[src/hw/rtl/u8l9_pkg.sv]
`timescale 1ns / 1ps
// ----------------------------------------------------------------------------
// u8l9_pkg
// Shared types, codes and UTF-8 / Latin-9 helpers for the repair block.
// ----------------------------------------------------------------------------
package u8l9_pkg;

	localparam int QUEUE_DEPTH = 4;

	localparam logic [1:0] FUNC_BYTE  = 2'd0;
	localparam logic [1:0] FUNC_CODE  = 2'd1;
	localparam logic [1:0] FUNC_FLUSH = 2'd2;

	// One job for the back end: the drained held sequence, then an optional
	// code point to encode.
	typedef struct packed {
		logic [2:0]       n_held;
		logic             complete;
		logic [3:0][7:0]  held;
		logic             has_tail;
		logic [20:0]      tail_cp;
	} job_t;

	function automatic logic [20:0] latin9_cp(input logic [7:0] b);
		logic [20:0] cp;
		begin
			unique case (b)
				8'hA4: cp = 21'h020AC;
				8'hA6: cp = 21'h00160;
				8'hA8: cp = 21'h00161;
				8'hB4: cp = 21'h0017D;
				8'hB8: cp = 21'h0017E;
				8'hBC: cp = 21'h00152;
				8'hBD: cp = 21'h00153;
				8'hBE: cp = 21'h00178;
				default: cp = {13'd0, b};
			endcase
			return cp;
		end
	endfunction

	function automatic logic [2:0] utf8_len(input logic [20:0] cp);
		logic [2:0] len;
		begin
			if (cp[20:7] == '0) begin
				len = 3'd1;
			end else if (cp[20:11] == '0) begin
				len = 3'd2;
			end else if (cp[20:16] == '0) begin
				len = 3'd3;
			end else begin
				len = 3'd4;
			end
			return len;
		end
	endfunction

	function automatic logic [7:0] utf8_byte(input logic [20:0] cp, input logic [1:0] idx);
		logic [7:0] b;
		begin
			unique case (utf8_len(cp))
				3'd1: b = cp[7:0];
				3'd2: b = (idx == 2'd0) ? {3'b110, cp[10:6]} : {2'b10, cp[5:0]};
				3'd3: begin
					unique case (idx)
						2'd0: b = {4'b1110, cp[15:12]};
						2'd1: b = {2'b10, cp[11:6]};
						default: b = {2'b10, cp[5:0]};
					endcase
				end
				default: begin
					unique case (idx)
						2'd0: b = {5'b11110, cp[20:18]};
						2'd1: b = {2'b10, cp[17:12]};
						2'd2: b = {2'b10, cp[11:6]};
						default: b = {2'b10, cp[5:0]};
					endcase
				end
			endcase
			return b;
		end
	endfunction

endpackage

[src/hw/rtl/u8l9_in_if.sv]
`timescale 1ns / 1ps
// ----------------------------------------------------------------------------
// u8l9_in_if
// Input request channel: raw byte, code point or flush.
// ----------------------------------------------------------------------------
interface u8l9_in_if;
	logic        valid;
	logic        ready;
	logic [1:0]  func;
	logic [7:0]  data_byte;
	logic [20:0] code_point;

	modport source (output valid, output func, output data_byte, output code_point,
		input ready);
	modport sink (input valid, input func, input data_byte, input code_point,
		output ready);
endinterface

[src/hw/rtl/u8l9_out_if.sv]
`timescale 1ns / 1ps
// ----------------------------------------------------------------------------
// u8l9_out_if
// Output request channel: one UTF-8 byte per request.
// ----------------------------------------------------------------------------
interface u8l9_out_if;
	logic       valid;
	logic       ready;
	logic [7:0] out_byte;
	logic       last;

	modport source (output valid, output out_byte, output last, input ready);
	modport sink (input valid, input out_byte, input last, output ready);
endinterface

[src/hw/rtl/u8l9_queue.sv]
`timescale 1ns / 1ps
// ----------------------------------------------------------------------------
// u8l9_queue
// Small job FIFO between the classifier and the byte emitter.
// ----------------------------------------------------------------------------
module u8l9_queue #(
	parameter int DEPTH = u8l9_pkg::QUEUE_DEPTH
) (
	input  logic            clk,
	input  logic            arst_n,
	input  logic            push,
	input  u8l9_pkg::job_t  push_job,
	output logic            full,
	input  logic            pop,
	output u8l9_pkg::job_t  head,
	output logic            empty
);
	import u8l9_pkg::*;

	localparam int PW = (DEPTH > 1) ? $clog2(DEPTH) : 1;

	job_t          mem_q [DEPTH];
	logic [PW-1:0] wr_ptr_q;
	logic [PW-1:0] rd_ptr_q;
	logic [PW:0]   count_q;

	assign full  = (count_q == (PW+1)'(DEPTH));
	assign empty = (count_q == '0);
	assign head  = mem_q[rd_ptr_q];

	always_ff @(posedge clk) begin
		if (push) begin
			mem_q[wr_ptr_q] <= push_job;
		end
	end

	always_ff @(posedge clk or negedge arst_n) begin
		if (!arst_n) begin
			wr_ptr_q <= '0;
			rd_ptr_q <= '0;
			count_q  <= '0;
		end else begin
			if (push) begin
				wr_ptr_q <= (wr_ptr_q == PW'(DEPTH - 1)) ? '0 : wr_ptr_q + PW'(1);
			end
			if (pop) begin
				rd_ptr_q <= (rd_ptr_q == PW'(DEPTH - 1)) ? '0 : rd_ptr_q + PW'(1);
			end
			if (push && !pop) begin
				count_q <= count_q + (PW+1)'(1);
			end else if (pop && !push) begin
				count_q <= count_q - (PW+1)'(1);
			end
		end
	end
endmodule

[src/hw/rtl/u8l9_front.sv]
`timescale 1ns / 1ps
// ----------------------------------------------------------------------------
// u8l9_front
// Classifies requests, keeps the held sequence and issues emit jobs.
// ----------------------------------------------------------------------------
module u8l9_front (
	input  logic            clk,
	input  logic            arst_n,
	u8l9_in_if.sink         in_ch,
	input  logic            q_full,
	output logic            push,
	output u8l9_pkg::job_t  push_job
);
	import u8l9_pkg::*;

	logic [3:0][7:0] held_q;
	logic [2:0]      cnt_q;
	logic [2:0]      exp_q;

	logic       accept;
	logic       append;
	logic       drain;
	logic       open;
	logic [2:0] open_len;
	logic [7:0] b;

	assign in_ch.ready = !q_full;
	assign accept      = in_ch.valid && !q_full;
	assign b           = in_ch.data_byte;

	always_comb begin
		append   = 1'b0;
		drain    = 1'b0;
		open     = 1'b0;
		open_len = 3'd0;
		push_job.n_held   = cnt_q;
		push_job.complete = (cnt_q == exp_q);
		push_job.held     = held_q;
		push_job.has_tail = 1'b0;
		push_job.tail_cp  = '0;
		unique case (in_ch.func)
			FUNC_BYTE: begin
				if (b[7:6] == 2'b10 && cnt_q != 3'd0 && cnt_q < exp_q && cnt_q < 3'd4) begin
					append = 1'b1;
				end else begin
					drain = 1'b1;
					priority if (!b[7]) begin
						push_job.has_tail = 1'b1;
						push_job.tail_cp  = {13'd0, b};
					end else if (b[7:5] == 3'b110) begin
						open     = 1'b1;
						open_len = 3'd2;
					end else if (b[7:4] == 4'b1110) begin
						open     = 1'b1;
						open_len = 3'd3;
					end else if (b[7:3] == 5'b11110) begin
						open     = 1'b1;
						open_len = 3'd4;
					end else begin
						// stray byte: read as Latin-9
						push_job.has_tail = 1'b1;
						push_job.tail_cp  = latin9_cp(b);
					end
				end
			end
			FUNC_CODE: begin
				drain = 1'b1;
				push_job.has_tail = 1'b1;
				push_job.tail_cp  = in_ch.code_point;
			end
			FUNC_FLUSH: begin
				drain = 1'b1;
			end
			default: begin
			end
		endcase
	end

	assign push = accept && drain && (cnt_q != 3'd0 || push_job.has_tail);

	always_ff @(posedge clk) begin
		if (accept && append) begin
			held_q[cnt_q[1:0]] <= b;
		end else if (accept && open) begin
			held_q[0] <= b;
		end
	end

	always_ff @(posedge clk or negedge arst_n) begin
		if (!arst_n) begin
			cnt_q <= 3'd0;
			exp_q <= 3'd0;
		end else if (accept) begin
			if (append) begin
				cnt_q <= cnt_q + 3'd1;
			end else if (open) begin
				cnt_q <= 3'd1;
				exp_q <= open_len;
			end else if (drain) begin
				cnt_q <= 3'd0;
				exp_q <= 3'd0;
			end
		end
	end
endmodule

[src/hw/rtl/u8l9_back.sv]
`timescale 1ns / 1ps
// ----------------------------------------------------------------------------
// u8l9_back
// Expands one job into output bytes, one byte per cycle while the output is ready.
// ----------------------------------------------------------------------------
module u8l9_back (
	input  logic            clk,
	input  logic            arst_n,
	input  u8l9_pkg::job_t  head,
	input  logic            q_empty,
	output logic            pop,
	u8l9_out_if.source      out_ch
);
	import u8l9_pkg::*;

	logic [2:0]  unit_q;
	logic [1:0]  byte_q;
	logic        valid_q;
	logic [7:0]  out_byte_q;
	logic        last_q;

	logic        in_held;
	logic [7:0]  held_sel;
	logic        raw;
	logic [20:0] cp;
	logic [2:0]  len;
	logic [7:0]  cur_byte;
	logic        unit_end;
	logic        job_end;
	logic        advance;

	assign in_held  = (unit_q < head.n_held);
	assign held_sel = head.held[unit_q[1:0]];
	assign raw      = in_held && head.complete;
	assign cp       = in_held ? latin9_cp(held_sel) : head.tail_cp;
	assign len      = raw ? 3'd1 : utf8_len(cp);
	assign cur_byte = raw ? held_sel : utf8_byte(cp, byte_q);
	assign unit_end = ({1'b0, byte_q} + 3'd1 == len);
	assign job_end  = unit_end &&
		(!in_held || (unit_q + 3'd1 == head.n_held && !head.has_tail));
	assign advance  = !q_empty && (!valid_q || out_ch.ready);
	assign pop      = advance && job_end;

	assign out_ch.valid    = valid_q;
	assign out_ch.out_byte = out_byte_q;
	assign out_ch.last     = last_q;

	always_ff @(posedge clk) begin
		if (advance) begin
			out_byte_q <= cur_byte;
			last_q     <= job_end;
		end
	end

	always_ff @(posedge clk or negedge arst_n) begin
		if (!arst_n) begin
			valid_q <= 1'b0;
			unit_q  <= 3'd0;
			byte_q  <= 2'd0;
		end else begin
			if (advance) begin
				valid_q <= 1'b1;
				if (unit_end) begin
					byte_q <= 2'd0;
					unit_q <= job_end ? 3'd0 : unit_q + 3'd1;
				end else begin
					byte_q <= byte_q + 2'd1;
				end
			end else if (out_ch.ready) begin
				valid_q <= 1'b0;
			end
		end
	end
endmodule

[src/hw/rtl/utf8_repair_latin9_fallback.sv]
`timescale 1ns / 1ps
// Path: a draining request is queued as a job; the emitter then registers its bytes.
// Throughput: one request per cycle in while the queue is not full; one byte
//   per cycle out while the output is ready; the job queue absorbs bursts.
// Reset: arst_n clears the held count, queue pointers and output valid; held
//   bytes and queued jobs are not cleared.
// ----------------------------------------------------------------------------
// utf8_repair_latin9_fallback
// UTF-8 pass-through; broken sequences are read as Latin-9 and re-encoded to UTF-8.
// ----------------------------------------------------------------------------
module utf8_repair_latin9_fallback #(
	parameter int QUEUE_DEPTH = u8l9_pkg::QUEUE_DEPTH
) (
	input  logic        clk,
	input  logic        arst_n,
	u8l9_in_if.sink     in_ch,
	u8l9_out_if.source  out_ch
);
	import u8l9_pkg::*;

	// Front -> queue -> back. The front decides per request what to drain and
	// what to encode; it never waits on the output unless the queue fills.
	job_t push_job;
	job_t head;
	logic push;
	logic q_full;
	logic pop;
	logic q_empty;

	// Classifier: holds the open sequence, one request per cycle if the queue has room.
	u8l9_front u_front (
		.clk      (clk),
		.arst_n   (arst_n),
		.in_ch    (in_ch),
		.q_full   (q_full),
		.push     (push),
		.push_job (push_job)
	);

	// Jobs waiting to be expanded into bytes.
	u8l9_queue #(
		.DEPTH (QUEUE_DEPTH)
	) u_queue (
		.clk      (clk),
		.arst_n   (arst_n),
		.push     (push),
		.push_job (push_job),
		.full     (q_full),
		.pop      (pop),
		.head     (head),
		.empty    (q_empty)
	);

	// Emitter: walks held bytes then the tail code point, one byte a cycle while
	// the output is ready, and flags the final byte of each job.
	u8l9_back u_back (
		.clk     (clk),
		.arst_n  (arst_n),
		.head    (head),
		.q_empty (q_empty),
		.pop     (pop),
		.out_ch  (out_ch)
	);
endmodule
[src/flat_wrapper.sv]
// flat-port wrapper written by rule: the top's interface ports become plain ports
module utf8_repair_latin9_fallback_flat import u8l9_pkg::*;
#(
	parameter int QUEUE_DEPTH = u8l9_pkg::QUEUE_DEPTH
)
  (clk, arst_n, in_ch_valid, in_ch_func, in_ch_data_byte, in_ch_code_point, in_ch_ready, out_ch_valid, out_ch_out_byte, out_ch_last, out_ch_ready);
  u8l9_in_if in_ch_i ();
  u8l9_out_if out_ch_i ();
  input  logic clk;
  input  logic arst_n;
  input wire logic [$bits(in_ch_i.valid)-1:0] in_ch_valid;
  input wire logic [$bits(in_ch_i.func)-1:0] in_ch_func;
  input wire logic [$bits(in_ch_i.data_byte)-1:0] in_ch_data_byte;
  input wire logic [$bits(in_ch_i.code_point)-1:0] in_ch_code_point;
  output wire logic [$bits(in_ch_i.ready)-1:0] in_ch_ready;
  output wire logic [$bits(out_ch_i.valid)-1:0] out_ch_valid;
  output wire logic [$bits(out_ch_i.out_byte)-1:0] out_ch_out_byte;
  output wire logic [$bits(out_ch_i.last)-1:0] out_ch_last;
  input wire logic [$bits(out_ch_i.ready)-1:0] out_ch_ready;
  assign in_ch_i.valid = in_ch_valid;
  assign in_ch_i.func = in_ch_func;
  assign in_ch_i.data_byte = in_ch_data_byte;
  assign in_ch_i.code_point = in_ch_code_point;
  assign in_ch_ready = in_ch_i.ready;
  assign out_ch_valid = out_ch_i.valid;
  assign out_ch_out_byte = out_ch_i.out_byte;
  assign out_ch_last = out_ch_i.last;
  assign out_ch_i.ready = out_ch_ready;
  utf8_repair_latin9_fallback #(.QUEUE_DEPTH(QUEUE_DEPTH)) u_core (.clk(clk), .arst_n(arst_n), .in_ch(in_ch_i), .out_ch(out_ch_i));
endmodule
[config.mk]
export PLATFORM = sky130hd
export DESIGN_NAME = utf8_repair_latin9_fallback_flat
export DESIGN_NICKNAME = d
export VERILOG_FILES = /design/src/hw/rtl/u8l9_pkg.sv /design/src/hw/rtl/u8l9_in_if.sv /design/src/hw/rtl/u8l9_out_if.sv /design/src/hw/rtl/u8l9_queue.sv /design/src/hw/rtl/u8l9_front.sv /design/src/hw/rtl/u8l9_back.sv /design/src/hw/rtl/utf8_repair_latin9_fallback.sv /design/src/flat_wrapper.sv
export SDC_FILE = /design/constraint.sdc
export NUM_CORES = 1
export LEC_CHECK = 0
export ABC_AREA = 1
export ABC_CLOCK_PERIOD_IN_PS = 7900
export CAP_MARGIN = 20
export CORE_ASPECT_RATIO = 1.25
export CORE_UTILIZATION = 45
export DETAILED_ROUTE_END_ITERATION = 8
export DONT_BUFFER_PORTS = 1
export PLACE_DENSITY = 0.67
export SLEW_MARGIN = 15
export SYNTH_ARGS = -nofsm -noshare
export SYNTH_HDL_FRONTEND = slang
export SYNTH_SLANG_ARGS = --single-unit
[constraint.sdc]
create_clock -name clk -period 7.9 [get_ports clk]
set_input_delay 0.395 -clock clk [delete_from_list [all_inputs] [get_ports clk]]
set_output_delay 0.395 -clock clk [all_outputs]
set_load 0.02 [all_outputs]
==> results of run 1 <==
==> cells by family (layout without fill, tap and decap cells) <==
logic type               Yosys count  in the layout  synth area share (%)
AO/OA/AOI/OAI                    173            173                  7.62
XOR/XNOR                           4              4                 0.261
adder cells (fa/ha/maj)           26             26                  2.48
buffers and inverters            203            227                  6.59
flip-flops                       292            292                  64.7
other                              0              1                     0
AND/OR/NAND/NOR                  587            587                  18.4
==> power by group <==
group | leakage [nW] | switching [mW] | total (mW) | internal [mW]
Sequential | 2.72 | 0.146 | 1.98 | 1.84
Clock | 0.457 | 0.567 | 1.32 | 0.753
Combinational | 2.61 | 1.61 | 2.27 | 0.659
Total | 5.78 | 2.32 | 5.57 | 3.25
==> metal layers <==
layer	track usage (%)	wire length, um	vias up
met1	26.7	13100	4363
met3	2.53	1510	57
met2	36.4	15700	272
met4	6.61	723	0
met5	0	0	-
li1	-	-	4377
==> worst max-delay path: stages, from the launching register on <==
cell	delay (ns)
dfrtp_4	0.74
buf_4	0.76
nand2_1	0.10
a32o_1	0.31
ha_1	0.29
a31oi_1	0.18
buf_4	0.23
inv_2	0.23
nand2_1	0.14
inv_1	0.06
nor3_1	0.16
nand2_1	0.23
nor2_2	0.18
nand4_1	0.17
nor2_4	0.16
nand2_4	0.09
nand3_1	0.12
nand2_2	0.09
nand4_1	0.16
ha_1	0.18
inv_1	0.07
fa_1	0.43
a21oi_1	0.14
o21ai_0	0.11
xor2_1	0.16
==> flip-flops by register name (all words and copies together) (netlist names) <==
signal	flops
u_core.u_back.byte_q	2
u_core.u_back.out_ch.last	1
u_core.u_back.out_ch.out_byte	8
u_core.u_back.out_ch.valid	1
u_core.u_back.unit_q	3
u_core.u_front.cnt_q	3
u_core.u_front.exp_q	3
u_core.u_front.push_job	32
u_core.u_queue.count_q	3
u_core.u_queue.mem_q	232
u_core.u_queue.rd_ptr_q	2
u_core.u_queue.wr_ptr_q	2
==> through the flow <==
step / cell area (sq um) / std cells / setup WS, ns
6_report: 14800 / 1706 / 2.26
5_1_grt: 14800 / 1706 / 1.80
4_1_cts: 14700 / 1704 / 2.25
3_5_place_dp: 13700 / 1645 / 2.28
3_3_place_gp: 13700 / 1645 / 2.42
2_1_floorplan: 13400 / 1285 / 3.14
==> layout by cell type, fill, tap and decap left out, types with 2 or more instances in the layout <==
master / synthesis / routed
a211oi_1: 4 / 4
a21oi_1: 28 / 28
a21oi_2: 2 / 2
a32o_1: 8 / 8
buf_4: 11 / 13
bufinv_16: 0 / 3
clkbuf_1: 12 / 2
clkbuf_16: 0 / 27
clkbuf_8: 0 / 2
clkinv_1: 1 / 2
clkinv_2: 0 / 10
dfrtp_1: 19 / 18
dlygate4sd3_1: 0 / 9
edfxtp_1: 273 / 273
ha_1: 25 / 25
inv_1: 142 / 142
inv_2: 10 / 10
inv_6: 1 / 2
nand2_1: 287 / 287
nand2_2: 8 / 8
nand3_1: 115 / 115
nand3_2: 3 / 3
nand4_1: 8 / 8
nor2_1: 144 / 140
nor2_2: 4 / 4
nor2_4: 3 / 7
nor3_1: 12 / 12
o211ai_1: 8 / 8
o21ai_0: 67 / 67
o21ai_1: 22 / 22
o221ai_1: 4 / 4
o22ai_1: 17 / 17
o31ai_1: 5 / 5
xor2_1: 3 / 3
==> worst max path at each step <==
stage                               start                         to  depth (start not counted)
2_1_floorplan  u_core.u_queue.rd_ptr_q[0]  u_core.u_queue.count_q[2]                         29
3_3_place_gp   u_core.u_queue.rd_ptr_q[0]  u_core.u_queue.count_q[2]                         24
3_5_place_dp   u_core.u_queue.rd_ptr_q[0]  u_core.u_queue.count_q[2]                         24
4_1_cts        u_core.u_queue.rd_ptr_q[0]  u_core.u_queue.count_q[2]                         24
5_1_grt        u_core.u_queue.rd_ptr_q[0]  u_core.u_queue.count_q[2]                         25
6_report       u_core.u_queue.rd_ptr_q[0]  u_core.u_queue.count_q[2]                         24
==> area by class of cell <==
type | instances | share of cell area (%)
antenna | 1 | 0.0169
sequential | 292 | 58.8
clock inverter | 19 | 1.36
multi-input combinational | 790 | 26.4
tap | 396 | 3.36
clock buffer | 31 | 4.81
timing repair buffer | 23 | 1.37
inverter | 154 | 3.95
==> cell usage after synthesis, types with 2 or more instances <==
library cell	count	area, sq um
o21ai_0	67	335
edfxtp_1	273	8200
nand2_1	287	1080
nand2_2	8	50.1
xor2_1	3	26.3
buf_4	11	82.6
nor2_4	3	33.8
inv_2	10	37.5
o31ai_1	5	37.5
nand3_1	115	576
nor2_1	144	541
nand3_2	3	30.0
ha_1	25	313
inv_1	142	533
buf_6	7	78.8
o41ai_1	2	17.5
nor3_1	12	60.1
nand4_1	8	50.1
buf_2	19	95.1
clkbuf_1	12	45.0
dfrtp_1	19	475
o221ai_1	4	35.0
o21ai_1	22	110
o211ai_1	8	60.1
o22ai_1	17	106
a211oi_1	4	30.0
a32o_1	8	80.1
nor2_2	4	25.0
a21oi_2	2	17.5
a21oi_1	28	140
==> repair_timing <==
item | CTS | global route
endpoints found under the hold margin | 44 | 0
endpoints found under the setup margin | 0 | 0
hold buffers | 9 | 0
==> summary.txt, run 1 <==
Power and ir drop
  • Worst vdd ir: 0.207 mV
  • Power density over cell area: 377 mW/mm^2
  • Power Total: 5.57 mW
  • Leakage: 5.78 nW

Yosys
  • Post-synth cell types: 43
  • Cell Area, Synth: 0.0134 sq mm
  • Sequential-to-total area share from yosys stat: 64.7%
  • Mean post-synth cell area: 10.4 sq um
  • Synth Instances: 1285
  • EDFF count, synth: 273
  • Synth Flop Type: edfxtp_1
  • #FFs+latches synth: 292
  • Fraction of registers with async set/reset: 6.51%
  • Synth Warn #: 0
  • Synthesized Nets: 1346

Die
  • CORE AREA: 0.0293 sq mm
  • Initial Utilization: 45.9%
  • Die width: 156 um
  • Die Ht: 195 um
  • Die area: 0.0305 sq mm
  • Row cnt: 70
  • IO Count: 46

Final layout
  • Area occupied by multi-input gates: 0.00389 sq mm
  • Area grow syn2layout: 10.1%
  • Sequential Area: 0.00868 sq mm
  • # fillers: 2583
  • Final core occ: 50.5%
  • Share of layout cells above drive strength 1: 7.72%
  • Final #Nets: 1349

Routing
  • Routed vias/inst: 5.32
  • ANT nets after route: 0
  • DR iter-0 viols: 736
  • DRC: 0
  • Post-DR wirelength/cell: 18.2 um
  • Via count: 9069
  • Drt total wl: 31.1 mm
  • DRT Pass-1 Iters: 5

Global routing
  • GRT Total Usage: 20.8%
  • First-pass GRT wire length: 48.6 mm
  • Grt ovf: 0
  • Largest net degree at the start of global routing: 110
  • Antenna violations before repair: 1
  • Vias in the first global route: 8906

STA
  • Setup tns final: 0 ns
  • # setup viols final: 0
  • Final-report hold violation count: 0
  • Minimum clock period: 5.64 ns
  • Final period utilization: 71.4%
  • Fmax: 177 MHz
  • Worst Clk Skew: 0.00802 ns
  • Fin. max-slew vios: 0
  • Actual slew at the worst max-slew pin: 0.964 ns
  • WHS: 0.0421 ns
  • Slew Limit Headroom: 35.8%
  • RSZ-0062 raised after global routing: false

CTS
  • CTS Buf Count: 27
  • CTS clk-pin slew, worst paths: 0.07 ns
  • # clock sinks: 292
  • CTS tree: built
  • H-tree levels: 1
  • Post-CTS Setup Bufs: 0
  • Post-CTS resize count: 0
  • Clk root buf: clkbuf_16
  • Max clock buf depth: 3
  • Worst-skew pair later-pin latency: 0.55 ns

Critical path
  • Critical Path End Type: flip-flop
  • Crit Reg-Reg Endpoint: u_core.u_queue.count_q[2]
  • Setup CP Type: flip-flop to flip-flop
  • Required time worst endpoint: 8.32 ns
  • Slack of the worst reg-to-reg path: 2.26 ns
  • Crit Reg-Reg Startpoint: u_core.u_queue.rd_ptr_q[0]
  • Crit path max fanout: 83
  • Reg2Reg Depth: 24
  • Type of origin of the critical path: flip-flop
  • Worst Path Arrival: 6.07 ns

Min path
  • Cells on Worst Hold Path: 2
  • Hold crit path type: input pin to flip-flop
  • Min-delay src: in_ch_data_byte[5]
  • Hold EP: u_core.u_front.exp_q[0]

Place
  • Final HPWL DP: 19.0 mm
  • # port buffers: 0
  • Final Wtd Congestion: 0.918

Flow run
  • Max_cap viols: 0

Outcome
  • Status: completed
Note: power is estimated with default switching activity, not from simulation.
==> inputs of run 2 (changes only) <==
ABC_CLOCK_PERIOD_IN_PS = 5400   (was 7900)
clock period = 5.4 ns   (was 7.9 ns; I/O delays follow)
==> summary.txt, run 2 (synthesis gave the netlist of run 1 again) <==
Place
  • # port buffers: 0 (unchanged)
  • Final Wtd Congestion: 0.958 (+4.4%)
  • Final HPWL DP: 20.0 mm (+5.4%)

Global routing
  • Grt met3 use: 3.04% (+0.51 points)
  • Met2 Track Usage GR: 36.9% (+0.56 points)
  • Largest net degree at the start of global routing: 76 (-31%)
  • GRT Total Usage: 21.6% (+0.85 points)
  • Vias in the first global route: 9086 (+2.0%)
  • GR Util met1: 28.4% (+1.6 points)
  • First-pass GRT wire length: 49.9 mm (+2.7%)
  • Antenna violations before repair: 1 (unchanged)
  • Grt ovf: 0 (unchanged)
  • GRT busiest layer: met2

Routing
  • DR iter-0 viols: 859 (+17%)
  • DRC: 0 (unchanged)
  • Drt total wl: 32.3 mm (+4.0%)
  • Routed vias/inst: 5.38 (+1.3%)
  • DRT Pass-1 Iters: 5 (unchanged)
  • Post-DR wirelength/cell: 18.8 um (+3.0%)
  • ANT nets after route: 0 (unchanged)
  • Via count: 9275 (+2.3%)

Die
  • Die width: 156 um (unchanged)
  • Row cnt: 70 (unchanged)
  • Die Ht: 195 um (unchanged)
  • Initial Utilization: 45.9% (unchanged)
  • Die area: 0.0305 sq mm (unchanged)
  • IO Count: 46 (unchanged)
  • CORE AREA: 0.0293 sq mm (unchanged)

Critical path
  • Critical-path top delay cell: dfrtp_4
  • Required time worst endpoint: 5.82 ns (-2.50 ns)
  • Critical Path Max Stage Delay: 0.55 ns (-0.21 ns)
  • Critical Path End Type: flip-flop
  • Crit path max fanout: 39 (-53%)
  • CP bufs+invs: 4 (-1)
  • Type of origin of the critical path: flip-flop
  • Cell family with most CP delay: simple AND/OR/NAND/NOR gates
  • Setup CP Type: flip-flop to flip-flop
  • Worst Path Arrival: 5.37 ns (-0.70 ns)
  • Critical Path Most Common Cell: nand2_1

Final layout
  • # fillers: 2583 (unchanged)
  • Top reg by flops: u_core.u_queue.mem_q
  • Area grow syn2layout: 10.9%
  • Share of layout cells above drive strength 1: 7.69% (-0.029 points)
  • Max reg flops: 232 (unchanged)
  • Final #Nets: 1368 (+1.4%)
  • Commonest non-fill, non-tap cells in the layout: nand2_1 (287), edfxtp_1 (273), inv_1 (142)
  • Most common cell after layout, fill and taps aside: nand2_1
  • # diodes: 0 (-1)
  • Area occupied by multi-input gates: 0.00389 sq mm (about the same)
  • Sequential Area: 0.00868 sq mm (unchanged)

Power and ir drop
  • Power density over cell area: 548 mW/mm^2 (+45%)
  • Power Total: 8.16 mW (+46%)
  • Worst vdd ir: 0.308 mV (+49%)
  • Leakage: 5.82 nW (+0.55%)

CTS
  • CTS clk-pin slew, worst paths: 0.06 ns (about the same)
  • Clk root buf: clkbuf_16
  • Max clock buf depth: 3 (unchanged)
  • H-tree levels: 1 (unchanged)
  • # clock sinks: 292 (unchanged)
  • CTS Buf Count: 26 (-3.7%)
  • CTS tree: built
  • Worst-skew pair later-pin latency: 0.55 ns (about the same)

Flow run
  • Max_cap viols: 0 (unchanged)

STA
  • Actual slew at the worst max-slew pin: 0.958 ns (-0.00599 ns)
  • WHS: 0.0116 ns (-0.0305 ns)
  • Final-report hold violation count: 0 (unchanged)
  • Minimum clock period: 4.95 ns (-0.697 ns)
  • Fmax: 202 MHz (+14%)
  • Slew Limit Headroom: 35.3% (-0.44 points)
  • Final period utilization: 91.6% (+20 points)
  • Worst Clk Skew: 0.0162 ns (+0.00819 ns)
  • Fin. max-slew vios: 0 (unchanged)
  • Setup tns final: 0 ns (unchanged)
  • # setup viols final: 0 (unchanged)
  • RSZ-0062 raised after global routing: false

Outcome
  • Status: completed

Min path
  • Hold crit path type: input pin to flip-flop
[run 2: repair_timing]
action / 4_1_cts / 5_1_grt
buffers inserted: 0 / 0
hold buffers: 20 / 0
endpoints found under the hold margin: 89 / 0
setup endpoints to repair: 0 / 2
gates resized for setup: 0 / 1
[run 2: layer usage]
metal  share of wire, %  routed length (um)
met1                 43               13800
met2                 49               15800
met3                6.0                1930
met4                2.3                 750
met5                  0                   0
[run 2: path summary, 6_finish.rpt]
| check | startpoint | endpoint | slack (ns) | depth (start not counted) |
|---|---|---|---|---|
| max | u_core.u_queue.rd_ptr_q[0] | u_core.u_queue.count_q[2] | 0.45 | 25 |
| min reg2reg | u_core.u_front.push_job[33] | u_core.u_queue.mem_q[2][33] | 0.48 | 0 |
| max in group asynchronous | arst_n | u_core.u_back.unit_q[2] | 4.74 | 2 |
| max reg2reg | u_core.u_queue.rd_ptr_q[0] | u_core.u_queue.count_q[2] | 0.45 | 25 |
| min | in_ch_code_point[10] | u_core.u_queue.mem_q[1][10] | 0.01 | 2 |
| min in group asynchronous | arst_n | u_core.u_queue.count_q[2] | 0.16 | 1 |
[run 2: worst reg2reg max path, cell delays in order (launching register included)]
cell,delay (ns)
dfrtp_4,0.55
inv_6,0.27
nand2_1,0.10
a32o_1,0.27
ha_1,0.34
nand2_1,0.07
nand2_1,0.06
a31oi_2,0.32
inv_2,0.17
nand2_1,0.10
inv_1,0.05
nor3_1,0.18
nand2_1,0.25
nor2_2,0.19
nand4_1,0.17
nor2_4,0.16
nand2_4,0.10
nand3_1,0.12
nand2_2,0.09
nand4_1,0.16
ha_1,0.18
inv_1,0.07
fa_1,0.44
a21oi_1,0.14
o21ai_0,0.12
xor2_1,0.15
[run 2: cell type report]
cell class,instances,area share (%)
Tap cell,396,3.33
Inverter,154,3.92
Multi-Input combinational cell,790,26.2
Clock buffer,35,4.81
Sequential cell,292,58.3
Clock inverter,13,0.824
Timing Repair Buffer,43,2.62
[run 2: power breakdown]
group	internal (mW)	switching (mW)
clock network	1.03	0.806
registers	2.69	0.152
logic	1.03	2.45
[run 2: stage by stage]
stage / worst slack [ns] / util, % / std cells / area (sq um)
after floorplan: 0.638 / - / 1285 / 13400
after global placement: 0.613 / 47.2 / 1653 / 13800
after detailed placement: 0.416 / 47.2 / 1654 / 13800
after CTS: 0.399 / 50.8 / 1722 / 14900
after global routing: 0.138 / 50.9 / 1723 / 14900
final: 0.455 / 50.9 / 1723 / 14900
==> inputs of run 3 (changes only) <==
RECOVER_POWER = 25   (was default)
==> summary.txt, run 3 (synthesis gave the netlist of run 1 again) <==
Die
  • IO Count: 46 (unchanged)
  • Die Ht: 195 um (unchanged)
  • CORE AREA: 0.0293 sq mm (unchanged)
  • Die width: 156 um (unchanged)
  • Initial Utilization: 45.9% (unchanged)
  • Die area: 0.0305 sq mm (unchanged)
  • Row cnt: 70 (unchanged)

Global routing
  • Antenna violations before repair: 1 (unchanged)
  • First-pass GRT wire length: 49.9 mm (unchanged)
  • Grt ovf: 0 (unchanged)
  • Vias in the first global route: 9086 (unchanged)
  • Largest net degree at the start of global routing: 76 (unchanged)
  • GRT Total Usage: 21.6% (unchanged)

Critical path
  • Required time worst endpoint: 5.82 ns (about the same)
  • Type of origin of the critical path: flip-flop
  • Setup CP Type: flip-flop to flip-flop
  • Reg2Reg Depth: 25 (unchanged)
  • Crit path max fanout: 39 (unchanged)
  • Worst Path Arrival: 5.37 ns (about the same)
  • Slack of the worst reg-to-reg path: 0.46 ns (about the same)
  • Crit Reg-Reg Endpoint: u_core.u_queue.count_q[2]
  • Critical Path End Type: flip-flop
  • Crit Reg-Reg Startpoint: u_core.u_queue.rd_ptr_q[0]

STA
  • Slew Limit Headroom: 36.0% (+0.65 points)
  • Fmax: 202 MHz (about the same)
  • RSZ-0062 raised after global routing: false
  • Final period utilization: 91.5% (about the same)
  • Worst setup margin: 0.458 ns (+0.00316 ns)
  • Setup tns final: 0 ns (unchanged)
  • Actual slew at the worst max-slew pin: 0.960 ns (+0.00281 ns)
  • Fin. max-slew vios: 0 (unchanged)
  • Minimum clock period: 4.94 ns (-0.00316 ns)
  • Final-report hold violation count: 0 (unchanged)
  • Worst Clk Skew: 0.0165 ns (+0.000289 ns)
  • # setup viols final: 0 (unchanged)
  • WHS: 0.00857 ns (-0.00307 ns)

Routing
  • DRT Pass-1 Iters: 5 (unchanged)
  • Via count: 9263 (-0.13%)
  • Drt total wl: 32.3 mm (about the same)
  • Post-DR wirelength/cell: 18.8 um (about the same)
  • DRC: 0 (unchanged)
  • Routed vias/inst: 5.38 (-0.13%)
  • DR iter-0 viols: 849 (-1.2%)
  • ANT nets after route: 0 (unchanged)

Power and ir drop
  • Power density over cell area: 549 mW/mm^2 (about the same)
  • Power Total: 8.16 mW (about the same)
  • Leakage: 5.81 nW (about the same)
  • Worst vdd ir: 0.308 mV (+0.14%)

Min path
  • Min-delay src: in_ch_code_point[10]
  • Hold EP: u_core.u_queue.mem_q[1][10]
  • Cells on Worst Hold Path: 2 (unchanged)
  • Hold crit path type: input pin to flip-flop

Final layout
  • # diodes: 0 (unchanged)
  • Top reg by flops: u_core.u_queue.mem_q
  • Commonest non-fill, non-tap cells in the layout: nand2_1 (287), edfxtp_1 (273), inv_1 (142)
  • Final Instance Area: 0.0149 sq mm (about the same)
  • Area occupied by multi-input gates: 0.00389 sq mm (unchanged)
  • Share of layout cells above drive strength 1: 7.61% (-0.075 points)
  • Area grow syn2layout: 10.8% (about the same)
  • Cell Count, Final, Fillers Out: 1723 (unchanged)
  • Final core occ: 50.8% (about the same)
  • # fillers: 2585 (+0.077%)
  • Most common cell after layout, fill and taps aside: nand2_1
  • Max reg flops: 232 (unchanged)
  • Sequential Area: 0.00868 sq mm (unchanged)
  • Final #Nets: 1368 (unchanged)

Place
  • Pre-CTS setup slack: 0.416 ns (unchanged)
  • Final HPWL DP: 20.0 mm (unchanged)
  • # port buffers: 0 (unchanged)
  • Placed Instances: 1654 (unchanged)
  • Final Wtd Congestion: 0.958 (unchanged)
  • Placed cell areas: 0.0138 sq mm (unchanged)

CTS
  • Max clock buf depth: 3 (unchanged)
  • CTS Buf Count: 26 (unchanged)
  • Worst-skew pair later-pin latency: 0.55 ns (about the same)
  • CTS clk-pin slew, worst paths: 0.06 ns (about the same)
  • CTS tree: built
  • Clk root buf: clkbuf_16
  • # clock sinks: 292 (unchanged)
  • Post-CTS Setup Bufs: 0 (unchanged)
  • H-tree levels: 1 (unchanged)

Outcome
  • Status: completed

Flow run
  • Max_cap viols: 0 (unchanged)
==> run 3: cell count changes in the layout (fill, tap and decap cells not counted) <==
cell / previous run / this run
clkbuf_1: 7 / 8
buf_6: 1 / 0
==> run 3: per-layer routing <==
layer	up-vias	part of all wire, %	track usage [%]
met3	52	6.1	3.04
met1	4480	43	28.4
met2	318	49	36.9
met5	-	0	0
met4	0	2.3	6.94
li1	4413	-	-
==> run 3: area by class of cell <==
class	count	area share, %
clock inverters	13	0.825
clock buffers	35	4.81
multi-input cells	790	26.2
inverters	154	3.92
repair buffers	43	2.57
flip-flops and latches	292	58.4
well taps	396	3.33
==> run 3: worst max-delay path by stage <==
stage                                           from                   endpoint  slack [ns]  depth (start not counted)
after global placement    u_core.u_queue.rd_ptr_q[0]  u_core.u_queue.count_q[2]        0.61                         25
after floorplan           u_core.u_queue.rd_ptr_q[0]  u_core.u_queue.count_q[2]        0.64                         29
after CTS                 u_core.u_queue.rd_ptr_q[0]  u_core.u_queue.count_q[2]        0.40                         25
final                     u_core.u_queue.rd_ptr_q[0]  u_core.u_queue.count_q[2]        0.46                         25
after detailed placement  u_core.u_queue.rd_ptr_q[0]  u_core.u_queue.count_q[2]        0.42                         25
after global routing      u_core.u_queue.rd_ptr_q[0]  u_core.u_queue.count_q[2]        0.14                         25
==> run 3: worst max-delay path: stages (launching register included) <==
cell,delay [ns]
dfrtp_4,0.55
inv_6,0.26
nand2_1,0.10
a32o_1,0.27
ha_1,0.34
nand2_1,0.07
nand2_1,0.06
a31oi_2,0.32
inv_2,0.16
nand2_1,0.10
inv_1,0.05
nor3_1,0.18
nand2_1,0.25
nor2_2,0.19
nand4_1,0.17
nor2_4,0.16
nand2_4,0.10
nand3_1,0.12
nand2_2,0.09
nand4_1,0.17
ha_1,0.18
inv_1,0.07
fa_1,0.44
a21oi_1,0.14
o21ai_0,0.12
xor2_1,0.15
==> run 3: report_power, final <==
| part | switching [mW] | internal, mW | total (mW) |
|---|---|---|---|
| clock network | 0.808 | 1.03 | 1.84 |
| registers | 0.151 | 2.69 | 2.84 |
| logic | 2.46 | 1.03 | 3.48 |
| total | 3.42 | 4.74 | 8.16 |
==> run 3: repair_timing <==
action | in CTS | in global routing
hold buffers | 20 | 0
resized for setup | 0 | 1
endpoints found under the hold margin | 89 | 0
setup endpoints to repair | 0 | 2
